**src/rtl/core/lexical_token_classifier_assert.svh**
```systemverilog
// assertion macros for the rtl files (used by lexical_token_classifier.sv)
`ifndef LEXICAL_TOKEN_CLASSIFIER_ASSERT_SVH
`define LEXICAL_TOKEN_CLASSIFIER_ASSERT_SVH

// same-cycle implication, checked outside reset
`define LTC_ASSERT_IMP(lbl, ante, cons) \
  lbl: assert property (@(posedge clk_i) disable iff (!rst_ni) (ante) |-> (cons)) \
    else $error("ltc assertion failed");

// next-cycle implication, checked outside reset
`define LTC_ASSERT_NEXT(lbl, ante, cons) \
  lbl: assert property (@(posedge clk_i) disable iff (!rst_ni) (ante) |=> (cons)) \
    else $error("ltc assertion failed");

`endif

```
**src/rtl/core/ltc_pkg.sv**
```systemverilog
package ltc_pkg;

  localparam int LengthLimit = 255;
  // length counter saturates at the limit, never beyond 8 bits
  localparam logic [7:0] LEN_CAP = 8'((LengthLimit > 255) ? 255 : LengthLimit);

  localparam logic [7:0] CH_SPACE  = 8'd32;
  localparam logic [7:0] CH_DOT    = 8'd46;
  localparam logic [7:0] CH_UNDER  = 8'd95;
  localparam logic [7:0] CH_PLUS   = 8'd43;
  localparam logic [7:0] CH_MINUS  = 8'd45;
  localparam logic [7:0] CH_STAR   = 8'd42;
  localparam logic [7:0] CH_SLASH  = 8'd47;
  localparam logic [7:0] CH_LT     = 8'd60;
  localparam logic [7:0] CH_EQ     = 8'd61;
  localparam logic [7:0] CH_GT     = 8'd62;
  localparam logic [7:0] CH_AMP    = 8'd38;
  localparam logic [7:0] CH_BAR    = 8'd124;
  localparam logic [7:0] CH_BANG   = 8'd33;
  localparam logic [7:0] CH_SEMI   = 8'd59;
  localparam logic [7:0] CH_COMMA  = 8'd44;
  localparam logic [7:0] CH_LPAR   = 8'd40;
  localparam logic [7:0] CH_RPAR   = 8'd41;
  localparam logic [7:0] CH_LBRACE = 8'd123;
  localparam logic [7:0] CH_RBRACE = 8'd125;

  localparam int KwSlots = 6;
  localparam logic [7:0] KW_SLOTS = 8'(KwSlots);

  typedef logic [4:0] tok_class_t;
  localparam tok_class_t CLS_IDENT    = 5'd0;
  localparam tok_class_t CLS_INT      = 5'd1;
  localparam tok_class_t CLS_REAL     = 5'd2;
  localparam tok_class_t CLS_TYPE     = 5'd3;
  localparam tok_class_t CLS_ADD      = 5'd4;
  localparam tok_class_t CLS_MUL      = 5'd5;
  localparam tok_class_t CLS_RELOP    = 5'd6;
  localparam tok_class_t CLS_OR       = 5'd7;
  localparam tok_class_t CLS_AND      = 5'd8;
  localparam tok_class_t CLS_NOT      = 5'd9;
  localparam tok_class_t CLS_EQUALITY = 5'd10;
  localparam tok_class_t CLS_SEMI     = 5'd11;
  localparam tok_class_t CLS_COMMA    = 5'd12;
  localparam tok_class_t CLS_LPAR     = 5'd13;
  localparam tok_class_t CLS_RPAR     = 5'd14;
  localparam tok_class_t CLS_LBRACE   = 5'd15;
  localparam tok_class_t CLS_RBRACE   = 5'd16;
  localparam tok_class_t CLS_ASSIGN   = 5'd17;
  localparam tok_class_t CLS_IF       = 5'd18;
  localparam tok_class_t CLS_WHILE    = 5'd19;
  localparam tok_class_t CLS_RETURN   = 5'd20;
  localparam tok_class_t CLS_ELSE     = 5'd21;
  localparam tok_class_t CLS_INVALID  = 5'd22;

  typedef enum logic [3:0] {
    ST_IDLE  = 4'd0,
    ST_INT   = 4'd1,
    ST_IDENT = 4'd2,
    ST_DOT   = 4'd3,
    ST_FRAC  = 4'd4,
    ST_DONE  = 4'd5,
    ST_EQ    = 4'd6,
    ST_REL   = 4'd7,
    ST_AMP   = 4'd8,
    ST_BAR   = 4'd9,
    ST_BANG  = 4'd10,
    ST_ERR   = 4'd11
  } scan_state_e;

  typedef logic [KwSlots-1:0][7:0] kw_chars_t;

  // next-state bundle from the step logic to the scanner registers
  typedef struct packed {
    scan_state_e state;
    tok_class_t  pending;
    logic [7:0]  count;
    logic        ovf;
    logic        kw_we;
    logic [2:0]  kw_idx;
    logic        emit;
    tok_class_t  tok_class;
  } step_t;

  function automatic logic is_digit(input logic [7:0] c);
    return (c >= 8'd48) && (c <= 8'd57);
  endfunction

  function automatic logic is_letter(input logic [7:0] c);
    return ((c >= 8'd65) && (c <= 8'd90)) || ((c >= 8'd97) && (c <= 8'd122));
  endfunction

  // keyword lookup on the stored prefix; length must match exactly
  function automatic tok_class_t kw_class(input kw_chars_t ch, input logic [7:0] n);
    tok_class_t cls;
    cls = CLS_IDENT;
    case (n)
      8'd2: if ({ch[0], ch[1]} == "if") cls = CLS_IF;
      8'd3: if ({ch[0], ch[1], ch[2]} == "int") cls = CLS_TYPE;
      8'd4: if ({ch[0], ch[1], ch[2], ch[3]} == "else") cls = CLS_ELSE;
      8'd5: begin
        if ({ch[0], ch[1], ch[2], ch[3], ch[4]} == "float") cls = CLS_TYPE;
        else if ({ch[0], ch[1], ch[2], ch[3], ch[4]} == "while") cls = CLS_WHILE;
      end
      8'd6: if ({ch[0], ch[1], ch[2], ch[3], ch[4], ch[5]} == "return") cls = CLS_RETURN;
      default: cls = CLS_IDENT;
    endcase
    return cls;
  endfunction

endpackage

```
**src/rtl/core/ltc_intf.sv**
```systemverilog
interface ltc_char_if;
  logic       valid;
  logic       ready;
  logic [7:0] char_code;

  modport source (output valid, output char_code, input ready);
  modport sink (input valid, input char_code, output ready);
endinterface

interface ltc_token_if;
  logic       valid;
  logic       ready;
  logic [4:0] token_class;
  logic [7:0] lexeme_length;
  logic       length_saturated;

  modport source (output valid, output token_class, output lexeme_length,
                  output length_saturated, input ready);
  modport sink (input valid, input token_class, input lexeme_length,
                input length_saturated, output ready);
endinterface

```
**src/rtl/core/lexical_token_classifier.sv**
```systemverilog
// channel   | dir | payload                                      | beat
// ----------+-----+----------------------------------------------+---------------------------
// char_i    | in  | char_code[7:0]                               | one character
// token_o   | out | token_class[4:0] lexeme_length[7:0] length_saturated | one closed lexeme
//
// one character per cycle sustained unless a space waits on a stalled token_o; a closing
// space goes through the input register, then the scanner step loads the token register
// the scanner step is a single state transition plus a six-byte keyword compare
// reset clears the scanner state, the length counter and both valid flags
// a stalled token_o blocks only a space waiting in the input register; other
// characters keep flowing while a token waits to be taken
`include "lexical_token_classifier_assert.svh"

module lexical_token_classifier
  import ltc_pkg::*;
(
  input  logic        clk_i,
  input  logic        rst_ni,
  ltc_char_if.sink    char_i,
  ltc_token_if.source token_o
);

  // input register
  logic       in_valid_q;
  logic [7:0] in_char_q;
  logic       in_space;
  logic       in_adv;

  // scanner registers
  scan_state_e state_q;
  tok_class_t  pend_q;
  logic [7:0]  count_q;
  logic        ovf_q;
  kw_chars_t   kw_q;   // first characters of the current identifier, no reset needed

  // token register
  logic       out_valid_q;
  tok_class_t out_class_q;
  logic [7:0] out_len_q;
  logic       out_sat_q;
  logic       out_free;

  step_t step;

  assign in_space = (in_char_q == CH_SPACE);
  assign out_free = !out_valid_q || token_o.ready;
  // a space needs room in the token register, anything else always advances
  assign in_adv   = in_valid_q && (!in_space || out_free);
  assign char_i.ready = !in_valid_q || in_adv;

  always_ff @(posedge clk_i or negedge rst_ni) begin
    if (!rst_ni) begin
      in_valid_q <= 1'b0;
    end else if (char_i.ready) begin
      in_valid_q <= char_i.valid;
    end
  end

  always_ff @(posedge clk_i) begin
    if (char_i.valid && char_i.ready) begin
      in_char_q <= char_i.char_code;
    end
  end

  ltc_step u_step (
    .state_i   (state_q),
    .pending_i (pend_q),
    .count_i   (count_q),
    .ovf_i     (ovf_q),
    .kw_i      (kw_q),
    .char_i    (in_char_q),
    .step_o    (step)
  );

  // scanner state advances once per character leaving the input register
  always_ff @(posedge clk_i or negedge rst_ni) begin
    if (!rst_ni) begin
      state_q <= ST_IDLE;
      pend_q  <= CLS_IDENT;
      count_q <= '0;
      ovf_q   <= 1'b0;
    end else if (in_adv) begin
      state_q <= step.state;
      pend_q  <= step.pending;
      count_q <= step.count;
      ovf_q   <= step.ovf;
    end
  end

  always_ff @(posedge clk_i) begin
    if (in_adv && step.kw_we) begin
      kw_q[step.kw_idx] <= in_char_q;
    end
  end

  // token register: loaded by a closing space, cleared when taken
  always_ff @(posedge clk_i or negedge rst_ni) begin
    if (!rst_ni) begin
      out_valid_q <= 1'b0;
    end else if (in_adv && step.emit) begin
      out_valid_q <= 1'b1;
    end else if (token_o.ready) begin
      out_valid_q <= 1'b0;
    end
  end

  always_ff @(posedge clk_i) begin
    if (in_adv && step.emit) begin
      out_class_q <= step.tok_class;
      out_len_q   <= count_q;
      out_sat_q   <= ovf_q;
    end
  end

  assign token_o.valid            = out_valid_q;
  assign token_o.token_class      = out_class_q;
  assign token_o.lexeme_length    = out_len_q;
  assign token_o.length_saturated = out_sat_q;

  // class codes stay inside the defined range
  `LTC_ASSERT_IMP(a_class_range, out_valid_q, out_class_q <= CLS_INVALID)
  // a saturated lexeme always reports the capped length
  `LTC_ASSERT_IMP(a_sat_len, out_valid_q && out_sat_q, out_len_q == LEN_CAP)
  // a saturated lexeme is never a keyword
  `LTC_ASSERT_IMP(a_sat_no_kw, out_valid_q && out_sat_q,
    out_class_q != CLS_TYPE && out_class_q != CLS_IF && out_class_q != CLS_WHILE &&
    out_class_q != CLS_RETURN && out_class_q != CLS_ELSE)
  // a closing space returns the scanner to the start with a clear count
  `LTC_ASSERT_NEXT(a_space_clears, in_adv && in_space,
    state_q == ST_IDLE && count_q == 8'd0 && !ovf_q && out_valid_q)
  // a held character is not dropped while the token register is full
  `LTC_ASSERT_NEXT(a_hold_char, in_valid_q && !in_adv, in_valid_q && $stable(in_char_q))

endmodule

```
**src/rtl/core/ltc_step.sv**
```systemverilog
module ltc_step
  import ltc_pkg::*;
(
  input  scan_state_e state_i,
  input  tok_class_t  pending_i,
  input  logic [7:0]  count_i,
  input  logic        ovf_i,
  input  kw_chars_t   kw_i,
  input  logic [7:0]  char_i,
  output step_t       step_o
);

  logic       dig;
  logic       let_c;
  scan_state_e nst;
  tok_class_t npend;
  tok_class_t close_cls;

  assign dig   = is_digit(char_i);
  assign let_c = is_letter(char_i);

  // class reported when a space closes the lexeme
  always_comb begin
    case (state_i)
      ST_INT:   close_cls = CLS_INT;
      ST_IDENT: close_cls = ovf_i ? CLS_IDENT : kw_class(kw_i, count_i);
      ST_FRAC:  close_cls = CLS_REAL;
      ST_DONE:  close_cls = pending_i;
      ST_EQ:    close_cls = CLS_ASSIGN;
      ST_REL:   close_cls = CLS_RELOP;
      ST_BANG:  close_cls = CLS_NOT;
      default:  close_cls = CLS_INVALID;
    endcase
  end

  // scanner transition on a non-space character
  always_comb begin
    nst   = ST_ERR;
    npend = pending_i;
    case (state_i)
      ST_IDLE: begin
        if (dig) nst = ST_INT;
        else if (let_c) nst = ST_IDENT;
        else if (char_i == CH_PLUS || char_i == CH_MINUS) begin
          nst = ST_DONE; npend = CLS_ADD;
        end else if (char_i == CH_STAR || char_i == CH_SLASH) begin
          nst = ST_DONE; npend = CLS_MUL;
        end else if (char_i == CH_EQ) nst = ST_EQ;
        else if (char_i == CH_LT || char_i == CH_GT) nst = ST_REL;
        else if (char_i == CH_AMP) nst = ST_AMP;
        else if (char_i == CH_BAR) nst = ST_BAR;
        else if (char_i == CH_BANG) nst = ST_BANG;
        else if (char_i == CH_SEMI) begin
          nst = ST_DONE; npend = CLS_SEMI;
        end else if (char_i == CH_COMMA) begin
          nst = ST_DONE; npend = CLS_COMMA;
        end else if (char_i == CH_LPAR) begin
          nst = ST_DONE; npend = CLS_LPAR;
        end else if (char_i == CH_RPAR) begin
          nst = ST_DONE; npend = CLS_RPAR;
        end else if (char_i == CH_LBRACE) begin
          nst = ST_DONE; npend = CLS_LBRACE;
        end else if (char_i == CH_RBRACE) begin
          nst = ST_DONE; npend = CLS_RBRACE;
        end else nst = ST_ERR;
      end
      ST_INT: begin
        if (dig) nst = ST_INT;
        else if (char_i == CH_DOT) nst = ST_DOT;
        else nst = ST_ERR;
      end
      ST_IDENT: nst = (dig || let_c || char_i == CH_UNDER) ? ST_IDENT : ST_ERR;
      ST_DOT, ST_FRAC: nst = dig ? ST_FRAC : ST_ERR;
      ST_EQ, ST_BANG: begin
        if (char_i == CH_EQ) begin
          nst = ST_DONE; npend = CLS_EQUALITY;
        end
      end
      ST_REL: begin
        if (char_i == CH_EQ) begin
          nst = ST_DONE; npend = CLS_RELOP;
        end
      end
      ST_AMP: begin
        if (char_i == CH_AMP) begin
          nst = ST_DONE; npend = CLS_AND;
        end
      end
      ST_BAR: begin
        if (char_i == CH_BAR) begin
          nst = ST_DONE; npend = CLS_OR;
        end
      end
      default: nst = ST_ERR;
    endcase
  end

  always_comb begin
    step_o = '0;
    step_o.tok_class = close_cls;
    step_o.kw_idx    = count_i[2:0];
    if (char_i == CH_SPACE) begin
      step_o.emit    = 1'b1;
      step_o.state   = ST_IDLE;
      step_o.pending = CLS_IDENT;
      step_o.count   = '0;
      step_o.ovf     = 1'b0;
    end else begin
      step_o.state   = nst;
      step_o.pending = npend;
      step_o.kw_we   = (nst == ST_IDENT) && (count_i < KW_SLOTS);
      if (count_i < LEN_CAP) begin
        step_o.count = count_i + 8'd1;
        step_o.ovf   = ovf_i;
      end else begin
        step_o.count = count_i;
        step_o.ovf   = 1'b1;
      end
    end
  end

endmodule
```
**src/flat_wrapper.sv**
```systemverilog
// flat-port wrapper written by rule: the top's interface ports become plain ports
module lexical_token_classifier_flat import ltc_pkg::*;
  (clk_i, rst_ni, char_i_valid, char_i_char_code, char_i_ready, token_o_valid, token_o_token_class, token_o_lexeme_length, token_o_length_saturated, token_o_ready);
  ltc_char_if char_i_i ();
  ltc_token_if token_o_i ();
  input  logic clk_i;
  input  logic rst_ni;
  input wire logic [$bits(char_i_i.valid)-1:0] char_i_valid;
  input wire logic [$bits(char_i_i.char_code)-1:0] char_i_char_code;
  output wire logic [$bits(char_i_i.ready)-1:0] char_i_ready;
  output wire logic [$bits(token_o_i.valid)-1:0] token_o_valid;
  output wire logic [$bits(token_o_i.token_class)-1:0] token_o_token_class;
  output wire logic [$bits(token_o_i.lexeme_length)-1:0] token_o_lexeme_length;
  output wire logic [$bits(token_o_i.length_saturated)-1:0] token_o_length_saturated;
  input wire logic [$bits(token_o_i.ready)-1:0] token_o_ready;
  assign char_i_i.valid = char_i_valid;
  assign char_i_i.char_code = char_i_char_code;
  assign char_i_ready = char_i_i.ready;
  assign token_o_valid = token_o_i.valid;
  assign token_o_token_class = token_o_i.token_class;
  assign token_o_lexeme_length = token_o_i.lexeme_length;
  assign token_o_length_saturated = token_o_i.length_saturated;
  assign token_o_i.ready = token_o_ready;
  lexical_token_classifier u_core (.clk_i(clk_i), .rst_ni(rst_ni), .char_i(char_i_i), .token_o(token_o_i));
endmodule
```
**config.mk**
```make
export PLATFORM = sky130hd
export DESIGN_NAME = lexical_token_classifier_flat
export DESIGN_NICKNAME = d
export VERILOG_FILES = /design/src/rtl/core/ltc_pkg.sv /design/src/rtl/core/ltc_intf.sv /design/src/rtl/core/lexical_token_classifier.sv /design/src/rtl/core/ltc_step.sv /design/src/flat_wrapper.sv
export VERILOG_INCLUDE_DIRS = /design/src /design/src/rtl/core
export SDC_FILE = /design/constraint.sdc
export NUM_CORES = 1
export LEC_CHECK = 0
export ABC_AREA = 1
export BUFFER_PORTS_ARGS = -buffer_cell sky130_fd_sc_hd__buf_2
export CAP_MARGIN = 20
export CORE_MARGIN = 3
export CORE_UTILIZATION = 34
export CTS_CLUSTER_SIZE = 25
export DETAILED_ROUTE_END_ITERATION = 16
export PLACE_DENSITY = 0.55
export SETUP_SLACK_MARGIN = 0.15
export SYNTH_ARGS = -nofsm -noshare
export SYNTH_HDL_FRONTEND = slang
export SYNTH_SLANG_ARGS = --single-unit
```
**constraint.sdc**
```tcl
create_clock -name clk_i -period 2.4 [get_ports clk_i]
set_input_delay 0.24 -clock clk_i [delete_from_list [all_inputs] [get_ports clk_i]]
set_output_delay 0.24 -clock clk_i [all_outputs]
set_load 0.03 [all_outputs]
```
Word-level counts from Yosys, hierarchy flattened --
Cells that the tools add are included.
Cells by class: add/sub/neg operators 1, order comparisons 10, equal/unequal tests 54, mux-type cells 61, reductions and logical operators 31
Operators with widths (number):
- $mux 5 | 25
- $eq 8x6->1 const B | 15
- $mux 4 | 22
- $eq 40x39->1 const B | 2
- $pmux 5 s5 | 2
- $bwmux 48 | 1
- $eq 48x47->1 const B | 1
- $pmux 5 s7 | 1
- $eq 32x31->1 const B | 1
- $eq 8x7->1 const B | 4
- $pmux 4 s7 | 1
- $ne 5x4->1 const B | 5
- $demux 8 s3 | 1
- $eq 24x23->1 const B | 1
- $eq 8x3->1 const B | 3
- $mux 18 | 1
- $ne 3x2->1 const B | 6
- $eq 16x15->1 const B | 1
- $eq 4x3->1 const B | 4
- $eq 8x2->1 const B | 2
- $ge 8x7->1 const B | 2
- $le 8x7->1 const B | 2
- $reduce_and 14->1 | 1
- $eq 4x2->1 const B | 3
- other kinds (24) | 50
Word-level totals: register bits after elaboration 90, input bits 12, output and inout port bits 16, logic and storage cells 173

Logic depth before layout (Yosys ltp) --
Gate-level depths: netlist of the first run.
depth in word-level cells 21, mapped depth 14, mapped depth without buffers 14

Hierarchy --
From an unflattened synthesis of the first run, not the netlist that was laid out.
Second synthesis, totals: cell total of the unflattened synthesis 610, area total of the unflattened synthesis 5083.6 um^2
By module, submodules not included:
- lexical_token_classifier | instances 1, cells an instance 191, area each 3064.2 um^2, sequential area each 2602.5 um^2
- ltc_step | instances 1, cells an instance 419, area each 2019.4 um^2, sequential area each 0.0 um^2

Worst setup path after synthesis of the first run --
OpenSTA, ideal clock, no wires.
path type reg-to-reg, start register u_core.in_char_q[3], end register u_core.kw_q[0] (netlist name) (enable), data arrival time 1830 ps, path slack 232 ps, stages on the path, launching flop included 14, buffers on the path 0, clock period less this slack 2168 ps, cell sequence edfxtp_1 -> nand2_2 -> inv_2 -> nand2_1 -> nand2_1 -> nand2_1 -> nand2_2 -> inv_2 -> nand2_2 -> nor2_2 -> inv_1 -> a21oi_2 -> nand3_4 -> nor2_2
Between the ends: longest elaborated chain between the ends 21, elaborated cells on any way between the ends 64
RTL lines:
- start: declaration | RTL line lexical_token_classifier.sv:25 | logic [7:0] in_char_q;
- start signal: assignment | RTL line lexical_token_classifier.sv:61 | in_char_q <= char_i.char_code;
- $eq 8x7->1 | RTL line ltc_step.sv:63 | end else if (char_i == CH_RBRACE) begin
- $mux 4 | RTL line ltc_step.sv:63
- $mux 4 | RTL line ltc_step.sv:61 | end else if (char_i == CH_LBRACE) begin
- $mux 4 | RTL line ltc_step.sv:59 | end else if (char_i == CH_RPAR) begin
- $mux 4 | RTL line ltc_step.sv:57 | end else if (char_i == CH_LPAR) begin
- $mux 4 | RTL line ltc_step.sv:55 | end else if (char_i == CH_COMMA) begin
- $mux 4 | RTL line ltc_step.sv:53 | else if (char_i == CH_SEMI) begin
- $mux 4 | RTL line ltc_step.sv:52 | else if (char_i == CH_BANG) nst = ST_BANG;
- [... 5 more ...]
- $mux 4 | RTL line ltc_step.sv:44 | else if (char_i == CH_PLUS || char_i == CH_MINUS) begin
- $mux 4 | RTL line ltc_step.sv:43 | else if (let_c) nst = ST_IDENT;
- $mux 4 | RTL line ltc_step.sv:42 | if (dig) nst = ST_INT;
- $pmux 4 s7 | RTL line ltc_step.sv:40 | case (state_i)
- $eq 4x2->1 | RTL line ltc_step.sv:111 | step_o.kw_we = (nst == ST_IDENT) && (count_i < KW_SLOTS);
- $logic_and 1x1->1 | RTL line ltc_step.sv:111
- $mux 1 | RTL line ltc_step.sv:102 | if (char_i == CH_SPACE) begin
- $logic_and 1x1->1 (*) | RTL line lexical_token_classifier.sv:91 | if (in_adv && step.kw_we) begin
- end signal: indexed assignment | RTL line lexical_token_classifier.sv:92 | kw_q[step.kw_idx] <= in_char_q;
- end: declaration | RTL line lexical_token_classifier.sv:34 | kw_chars_t kw_q;
Every way passes the cells marked *; elsewhere a longest branch is shown, timed or not. A chain may end at the register's enable or synchronous reset.

Worst setup path in the final report of the first run --
start register u_core.in_char_q[1], end register u_core.kw_q[24] (netlist name) (enable)
Same word-level chain as after synthesis.

==> metrics.csv, run 1 <==
metric,value,unit
part of the power in registers,0.422,
DIE WIDTH,122,um
CTS tree,built,
final hold violations,0,
Die Ht,122,um
crit-path max cell delay,0.52,ns
Clock Sinks,90,
cts bufs inserted,9,
drt wl/cell,14.6,um
Port-buffer cells,27,
Cell Pwr Density,830,mW/mm2
ys async rst share,0.222,
post-layout util,0.448,
Initial Utilization,0.357,
Max Freq,420,MHz
Area Overhead vs Synth,25.5,%
startpoint types,flop,
number of synthesized flops with an enable pin,70,
Synthesized Nets,522,
Worst VDD drop,0.323,mV
post-route minimum period,2.38,ns
worst skew pair latency,0.34,ns
vias in the first global route,3771,
measured slew at the worst slew-check pin,0.487,ns
"Cell Chain, Critical Path",inv_2 > nand2_4 > nor2_4 > nand2_2 > nand2_2 > nand2_2 > inv_2 > nand4_1 > nor2_2 > nand2_2 > nor2_4 > nand3_4 > nor2_4 > buf_6,
Int Pwr,3.11,mW
first drt pass iteration count,5,
antenna violations before repair,0,
Slew headroom,0.675,
Comb power frac,0.311,
clock skew,0.00587,ns
first-pass GRT wire length,18200,um
worst endpoint required time,2.46,ns
YS warnings,0,
"wirelength, routed",11200,um
Leak Pwr,2.44,nW
CP Class,flop to flop,
Net Sw Power,1.69,mW
Post-Syn Area,0.00461,mm2
DR vias/cell,4.95,
CP startpoint,u_core.in_char_q[1]$_DFFE_PP_,
Clock Path Buffers,2,
nets,605,
root buffer cell,clkbuf_16,
routability congestion estimate,0.940,
Final Cycle Share,0.993,
Final Max Tran Viols,0,
DRC,0,
hold depth,1,
largest fanout on the critical path,8,
HPWL Detailed,8330,um
non-filler cells in the finished layout,766,
Sw Ratio,0.352,
Rows,41,
pin count of the biggest net entering global routing,21,
Hold Path Origin,char_i_char_code[2],
total number of vias,3794,
Yosys reg bits,90,
MaxCap Viol Count,0,
CP Data Arrival Time,2.44,ns
CP endpoint kind,flop,
Inst Count DP,731,
"Reg clk slew, reported paths",0.06,ns
Overflow after GRT,0,
# setup viols final,0,
cells after synthesis,506,
Worst Hold Slack,0.0702,ns
unrepaired setup endpoints after global routing,yes,
die area,0.0150,mm2
total track usage,0.158,
Starting DRT DRC Count,256,
slowest CP cell,edfxtp_1,
total power,4.81,mW
"Top FF cell, synth",edfxtp_1,
reg2reg start,u_core.in_char_q[1]$_DFFE_PP_,
sequential area share after synthesis,0.564,
Ports,28,
"Design Area, Final",0.00579,mm2
average cell area after synthesis,9.11,um2
H-Tree Depth,3,
layout cells sized above 1,0.293,
min-delay worst type,input pin to flop,
Clock Power Share,0.267,
ant diodes,0,
number of distinct library cells after synthesis,38,
Antenna Violating Nets Remaining,0,
worst reg2reg path depth,14,
core box area,0.0129,mm2
Worst path most repeated cell,nand2_2,
"Cell Area, Placed",0.00517,mm2
status,"finished, final reports clean",
[power by group through the flow]
stage               clock, mW  sequential, mW  combinational, mW
CTS                      1.32            2.02               1.39
global route             1.38            2.05               1.67
finish                   1.28            2.03               1.49
floorplan                   0            2.00              0.934
global placement            0            2.05               1.26
detailed placement          0            2.05               1.25
[Yosys cell counts (2+ instances only)]
master / number / area (um2)
nand3b_1: 3 / 22.5
o22ai_1: 2 / 12.5
dfrtp_1: 20 / 500
nand2_2: 20 / 125
o21ai_0: 15 / 75.1
ha_1: 4 / 50.1
nor2_1: 63 / 236
inv_1: 55 / 206
a21oi_1: 11 / 55.1
nand2_1: 107 / 402
nor2_2: 12 / 75.1
nor3b_1: 2 / 15.0
nor3_1: 14 / 70.1
edfxtp_1: 70 / 2100
nand4_1: 16 / 100
nand3_1: 51 / 255
nor4_1: 8 / 50.1
nor2_4: 4 / 45.0
o21ai_2: 2 / 17.5
inv_2: 9 / 33.8
[area by class of cell]
cell class / count / area [um2]
fill: 1284 / 7140
sequential: 90 / 2600
multi-input combinational: 349 / 1920
timing repair buffer: 74 / 533
inverter: 65 / 244
clock buffer: 9 / 225
tap: 172 / 215
clock inverter: 7 / 45.0
[worst max-delay path: cells and delay by family, from the launching register on]
| family | cells | cell delay, ns |
|---|---|---|
| AND/OR/NAND/NOR | 11 | 1.22 |
| flip-flops | 1 | 0.52 |
| buffers and inverters | 3 | 0.35 |
[per-layer routing]
| layer | global-route usage | up-vias | wire length, um | part of all wire |
|---|---|---|---|---|
| met5 | 0 | - | 0 | 0 |
| met4 | 0.0630 | 0 | 216 | 0.019 |
| met3 | 0.0276 | 18 | 615 | 0.055 |
| met2 | 0.262 | 106 | 5350 | 0.48 |
| met1 | 0.207 | 1791 | 5040 | 0.45 |
| li1 | - | 1879 | - | - |
[final timing paths]
kind | slack (ns) | to
setup / recovery | 0.02 | u_core.kw_q[24]$_DFFE_PP_
max in group asynchronous | 1.68 | u_core.pend_q[2]$_DFFE_PN0P_
setup reg to reg | 0.02 | u_core.kw_q[24]$_DFFE_PP_
hold reg to reg | 0.45 | u_core.token_o.lexeme_length[5]$_DFFE_PP_
min in group asynchronous | 0.39 | u_core.count_q[6]$_DFFE_PN0P_
hold / removal | 0.07 | u_core.in_char_q[2]$_DFFE_PP_
[registers in the layout, summed over array words and instances, names as in the netlist]
register and count:
u_core.kw_q 48, u_core.in_valid_q 1, u_core.pend_q 5, u_core.count_q 8, u_core.token_o.lexeme_length 8, u_core.state_q 4, u_core.token_o.valid 1, u_core.ovf_q 1
u_core.token_o.token_class 5, u_core.in_char_q 8, u_core.token_o.length_saturated 1
[repair_timing]
item	4_1_cts	5_1_grt
buffers inserted	11	7
hold buffers	1	0
resized for setup	21	36
endpoints found under the hold margin	20	0
endpoints found under the setup margin	48	50
pin swaps	4	15
[kinds of logic (layout without fill, tap and decap cells)]
| family | count (synthesis) | after routing | share of synthesized area |
|---|---|---|---|
| flip-flops | 90 | 90 | 0.564 |
| AO/OA/AOI/OAI | 37 | 37 | 0.0467 |
| adder cells (fa/ha/maj) | 4 | 4 | 0.0109 |
| buffers and inverters | 67 | 155 | 0.0556 |
| XOR/XNOR | 1 | 1 | 0.00190 |
| AND/OR/NAND/NOR | 307 | 307 | 0.320 |
[per-stage QoR]
step / setup TNS [ns] / setup slack [ns]
final: 0 / 0.0171
after global placement: 0 / 0.0429
after detailed placement: 0 / 0.0372
after global routing: -5.27 / -0.128
after CTS: 0 / 0.150
after floorplan: 0 / 0.232
[placed cells by master, fill, tap and decap left out, types with 13 or more instances in the layout]
cell / count
nand2_1: 93
edfxtp_1: 70
nor2_1: 54
inv_1: 52
nand3_1: 49
buf_4: 37
nand2_2: 30
buf_2: 27
dfrtp_1: 20
nand4_1: 16
o21ai_0: 14
inv_2: 13
nor2_2: 13
Power figures use the tool's default switching activity.
==> run 2, diff against run 1 <==
--- a/config.mk
+++ b/config.mk
@@ -13,6 +13,7 @@
 export CORE_UTILIZATION = 34
 export CTS_CLUSTER_SIZE = 25
 export DETAILED_ROUTE_END_ITERATION = 16
+export GPL_TIMING_DRIVEN = 0
 export PLACE_DENSITY = 0.55
 export SETUP_SLACK_MARGIN = 0.15
 export SYNTH_ARGS = -nofsm -noshare
==> constraint.sdc (replaced) <==
create_clock -name clk_i -period 2.2 [get_ports clk_i]
set_input_delay 0.22 -clock clk_i [delete_from_list [all_inputs] [get_ports clk_i]]
set_output_delay 0.22 -clock clk_i [all_outputs]
set_load 0.03 [all_outputs]
==> run 2 against run 1 <==
  * The run now ends with negative setup slack left
  * Clock power rose by 27%
  * Combinational power rose by 25%
  * Critical endpoint is now u_core.state_q[3]$_DFFE_PN0P_
  * Final cell count rose by 2.6%
==> metrics.csv, run 2 (same netlist as run 1, synthesis figures left out) <==
metric,value,unit,change
status,finished with violations,,
failing checks,negative setup slack,,
Biggest register,u_core.kw_q,,
"Design Area, Final",0.00613,mm2,+6.0%
Cell Pwr Density,927,mW/mm2,+12%
CP Class,flop to flop,,
Initial Utilization,0.357,,unchanged
ant diodes,0,,unchanged
core box area,0.0129,mm2,unchanged
crit-path max cell delay,0.42,ns,-0.10 ns
CP Data Arrival Time,2.67,ns,+0.23 ns
"Reg clk slew, reported paths",0.07,ns,about the same
first-pass GRT wire length,18600,um,+2.4%
root buffer cell,clkbuf_16,,
"commonest non-fill, non-tap cell in the layout",nand2_1,,
HPWL Detailed,7850,um,-5.7%
Port-buffer cells,27,,unchanged
Buf/Inv on CP,7,,+4
clock skew,0.00919,ns,+0.00332 ns
pre-CTS setup slack,-0.435,ns,-0.473 ns
DR vias/cell,4.98,,+0.61%
Leak Pwr,2.58,nW,+5.9%
Area Overhead vs Synth,33.1,%,
H-Tree Depth,3,,unchanged
"Cell Chain, Critical Path",inv_1 > nand2_1 > nor2_1 > nor2_2 > nand3_1 > nand2_2 > nor2_2 > nand2_2 > buf_4 > buf_4 > buf_4 > buf_4 > buf_4 > buf_4 > nand2_1 > o21ai_1,,
multi-input logic area,0.00205,mm2,+6.4%
DIE WIDTH,122,um,unchanged
Ports,28,,unchanged
cell family with most CP delay,simple AND/OR/NAND/NOR gates,,
Clock Power Share,0.287,,+0.020
"Cell Area, Placed",0.00499,mm2,-3.4%
Worst Hold Slack,0.0458,ns,-0.0244 ns
part of the power in registers,0.385,,-0.037
Inst Count DP,705,,-3.6%
Comb power frac,0.328,,+0.017
Max Freq,413,MHz,-1.7%
Net Sw Power,1.91,mW,+13%
total number of vias,3917,,+3.2%
layout cells sized above 1,0.350,,+0.0572
Slew headroom,0.673,,-0.00212
die area,0.0150,mm2,unchanged
min-delay worst type,input pin to flop,,
post-route minimum period,2.42,ns,+0.0413 ns
cts bufs inserted,9,,unchanged
Largest register FFs,48,,unchanged
Clock Sinks,90,,unchanged
pin count of the biggest net entering global routing,21,,unchanged
Rows,41,,unchanged
slowest CP cell,dfrtp_1,,
"wirelength, routed",11500,um,+2.5%
Int Pwr,3.77,mW,+21%
Starting DRT DRC Count,317,,+24%
startpoint types,flop,,
Final Max Tran Viols,0,,unchanged
setup ws final,-0.224,ns,-0.241 ns
largest fanout on the critical path,5,,-3
Worst path most repeated cell,buf_4,,
nets,625,,+3.3%
Worst VDD drop,0.412,mV,+28%
Overflow after GRT,0,,unchanged
first drt pass iteration count,5,,unchanged
most frequent cells in the layout,"nand2_1 (85), edfxtp_1 (70), buf_4 (54)",,
final hold violations,0,,unchanged
antenna violations before repair,0,,unchanged
Sw Ratio,0.337,,-0.0157
setup TNS,-10.21,ns,-10.21 ns
worst endpoint required time,2.44,ns,-0.02 ns
total track usage,0.161,,+0.00260
register area,0.00260,mm2,about the same
worst skew pair latency,0.35,ns,about the same
CP endpoint kind,flop,,
unrepaired setup endpoints after global routing,yes,,
DRC,0,,unchanged
non-filler cells in the finished layout,786,,+2.6%
MaxCap Viol Count,0,,unchanged
routability congestion estimate,0.869,,-7.6%
vias in the first global route,3838,,+1.8%
Antenna Violating Nets Remaining,0,,unchanged
measured slew at the worst slew-check pin,0.490,ns,+0.00317 ns
CTS tree,built,,
Final Cycle Share,1.10,,+0.109
FILL cells,1224,,-4.7%
Die Ht,122,um,unchanged
# setup viols final,54,,+54
Clock Path Buffers,2,,unchanged
drt wl/cell,14.6,um,-0.15%
run 2: changes by cell type in the layout (fill, tap and decap cells not counted), sizes merged:
cell      before  now
clkinv         3    5
buf           73   92
inv           66   63
o21ai         17   18
bufinv         0    2
clkinvlp       3    2
run 2: final cells by class:
cell class                 count  area share
multi-input combinational    350       0.333
sequential                    90       0.424
timing repair buffer          91       0.110
inverter                      65      0.0416
clock buffer                   9      0.0367
clock inverter                 7      0.0153
buffer                         2     0.00326
tap                          172      0.0351
run 2: through the flow:
stage	total power [mW]	util
finish	5.69	0.475
global route	6.01	0.475
CTS	5.56	0.458
detailed placement	3.53	0.386
global placement	3.52	0.386
floorplan	3.21	-
run 2: power by group through the flow:
stage	Combinational [mW]	Clock, mW	Sequential, mW
after floorplan	1.03	0	2.18
after global placement	1.28	0	2.24
after detailed placement	1.29	0	2.24
after CTS	1.71	1.67	2.18
after global routing	2.06	1.74	2.21
final	1.86	1.63	2.19
run 2: path summary, 6_finish.rpt:
| kind | from | end | slack, ns | cells after the start |
|---|---|---|---|---|
| setup / recovery | u_core.state_q[2]$_DFFE_PN0P_ | u_core.state_q[3]$_DFFE_PN0P_ | -0.22 | 16 |
| min in group asynchronous | rst_ni | u_core.count_q[5]$_DFFE_PN0P_ | 0.36 | 2 |
| hold reg to reg | u_core.count_q[2]$_DFFE_PN0P_ | u_core.token_o.lexeme_length[2]$_DFFE_PP_ | 0.45 | 0 |
| hold / removal | char_i_char_code[2] | u_core.in_char_q[2]$_DFFE_PP_ | 0.05 | 1 |
| max in group asynchronous | rst_ni | u_core.count_q[1]$_DFFE_PN0P_ | 1.47 | 2 |
| setup reg to reg | u_core.state_q[2]$_DFFE_PN0P_ | u_core.state_q[3]$_DFFE_PN0P_ | -0.22 | 16 |
run 2: repair_timing:
action                                 in CTS  in global routing
setup endpoints to repair                  82                 86
resized for setup                          55                 39
gates cloned                                1                  0
hold buffers                                1                  0
pin swaps                                  24                 17
endpoints found under the hold margin      20                  0
setup buffers                              50                 13
run 2: metal layers:
layer | share of wire | global-route usage
met5 | 0 | 0
met4 | 0.018 | 0.0490
met3 | 0.059 | 0.0401
met2 | 0.48 | 0.261
met1 | 0.45 | 0.213
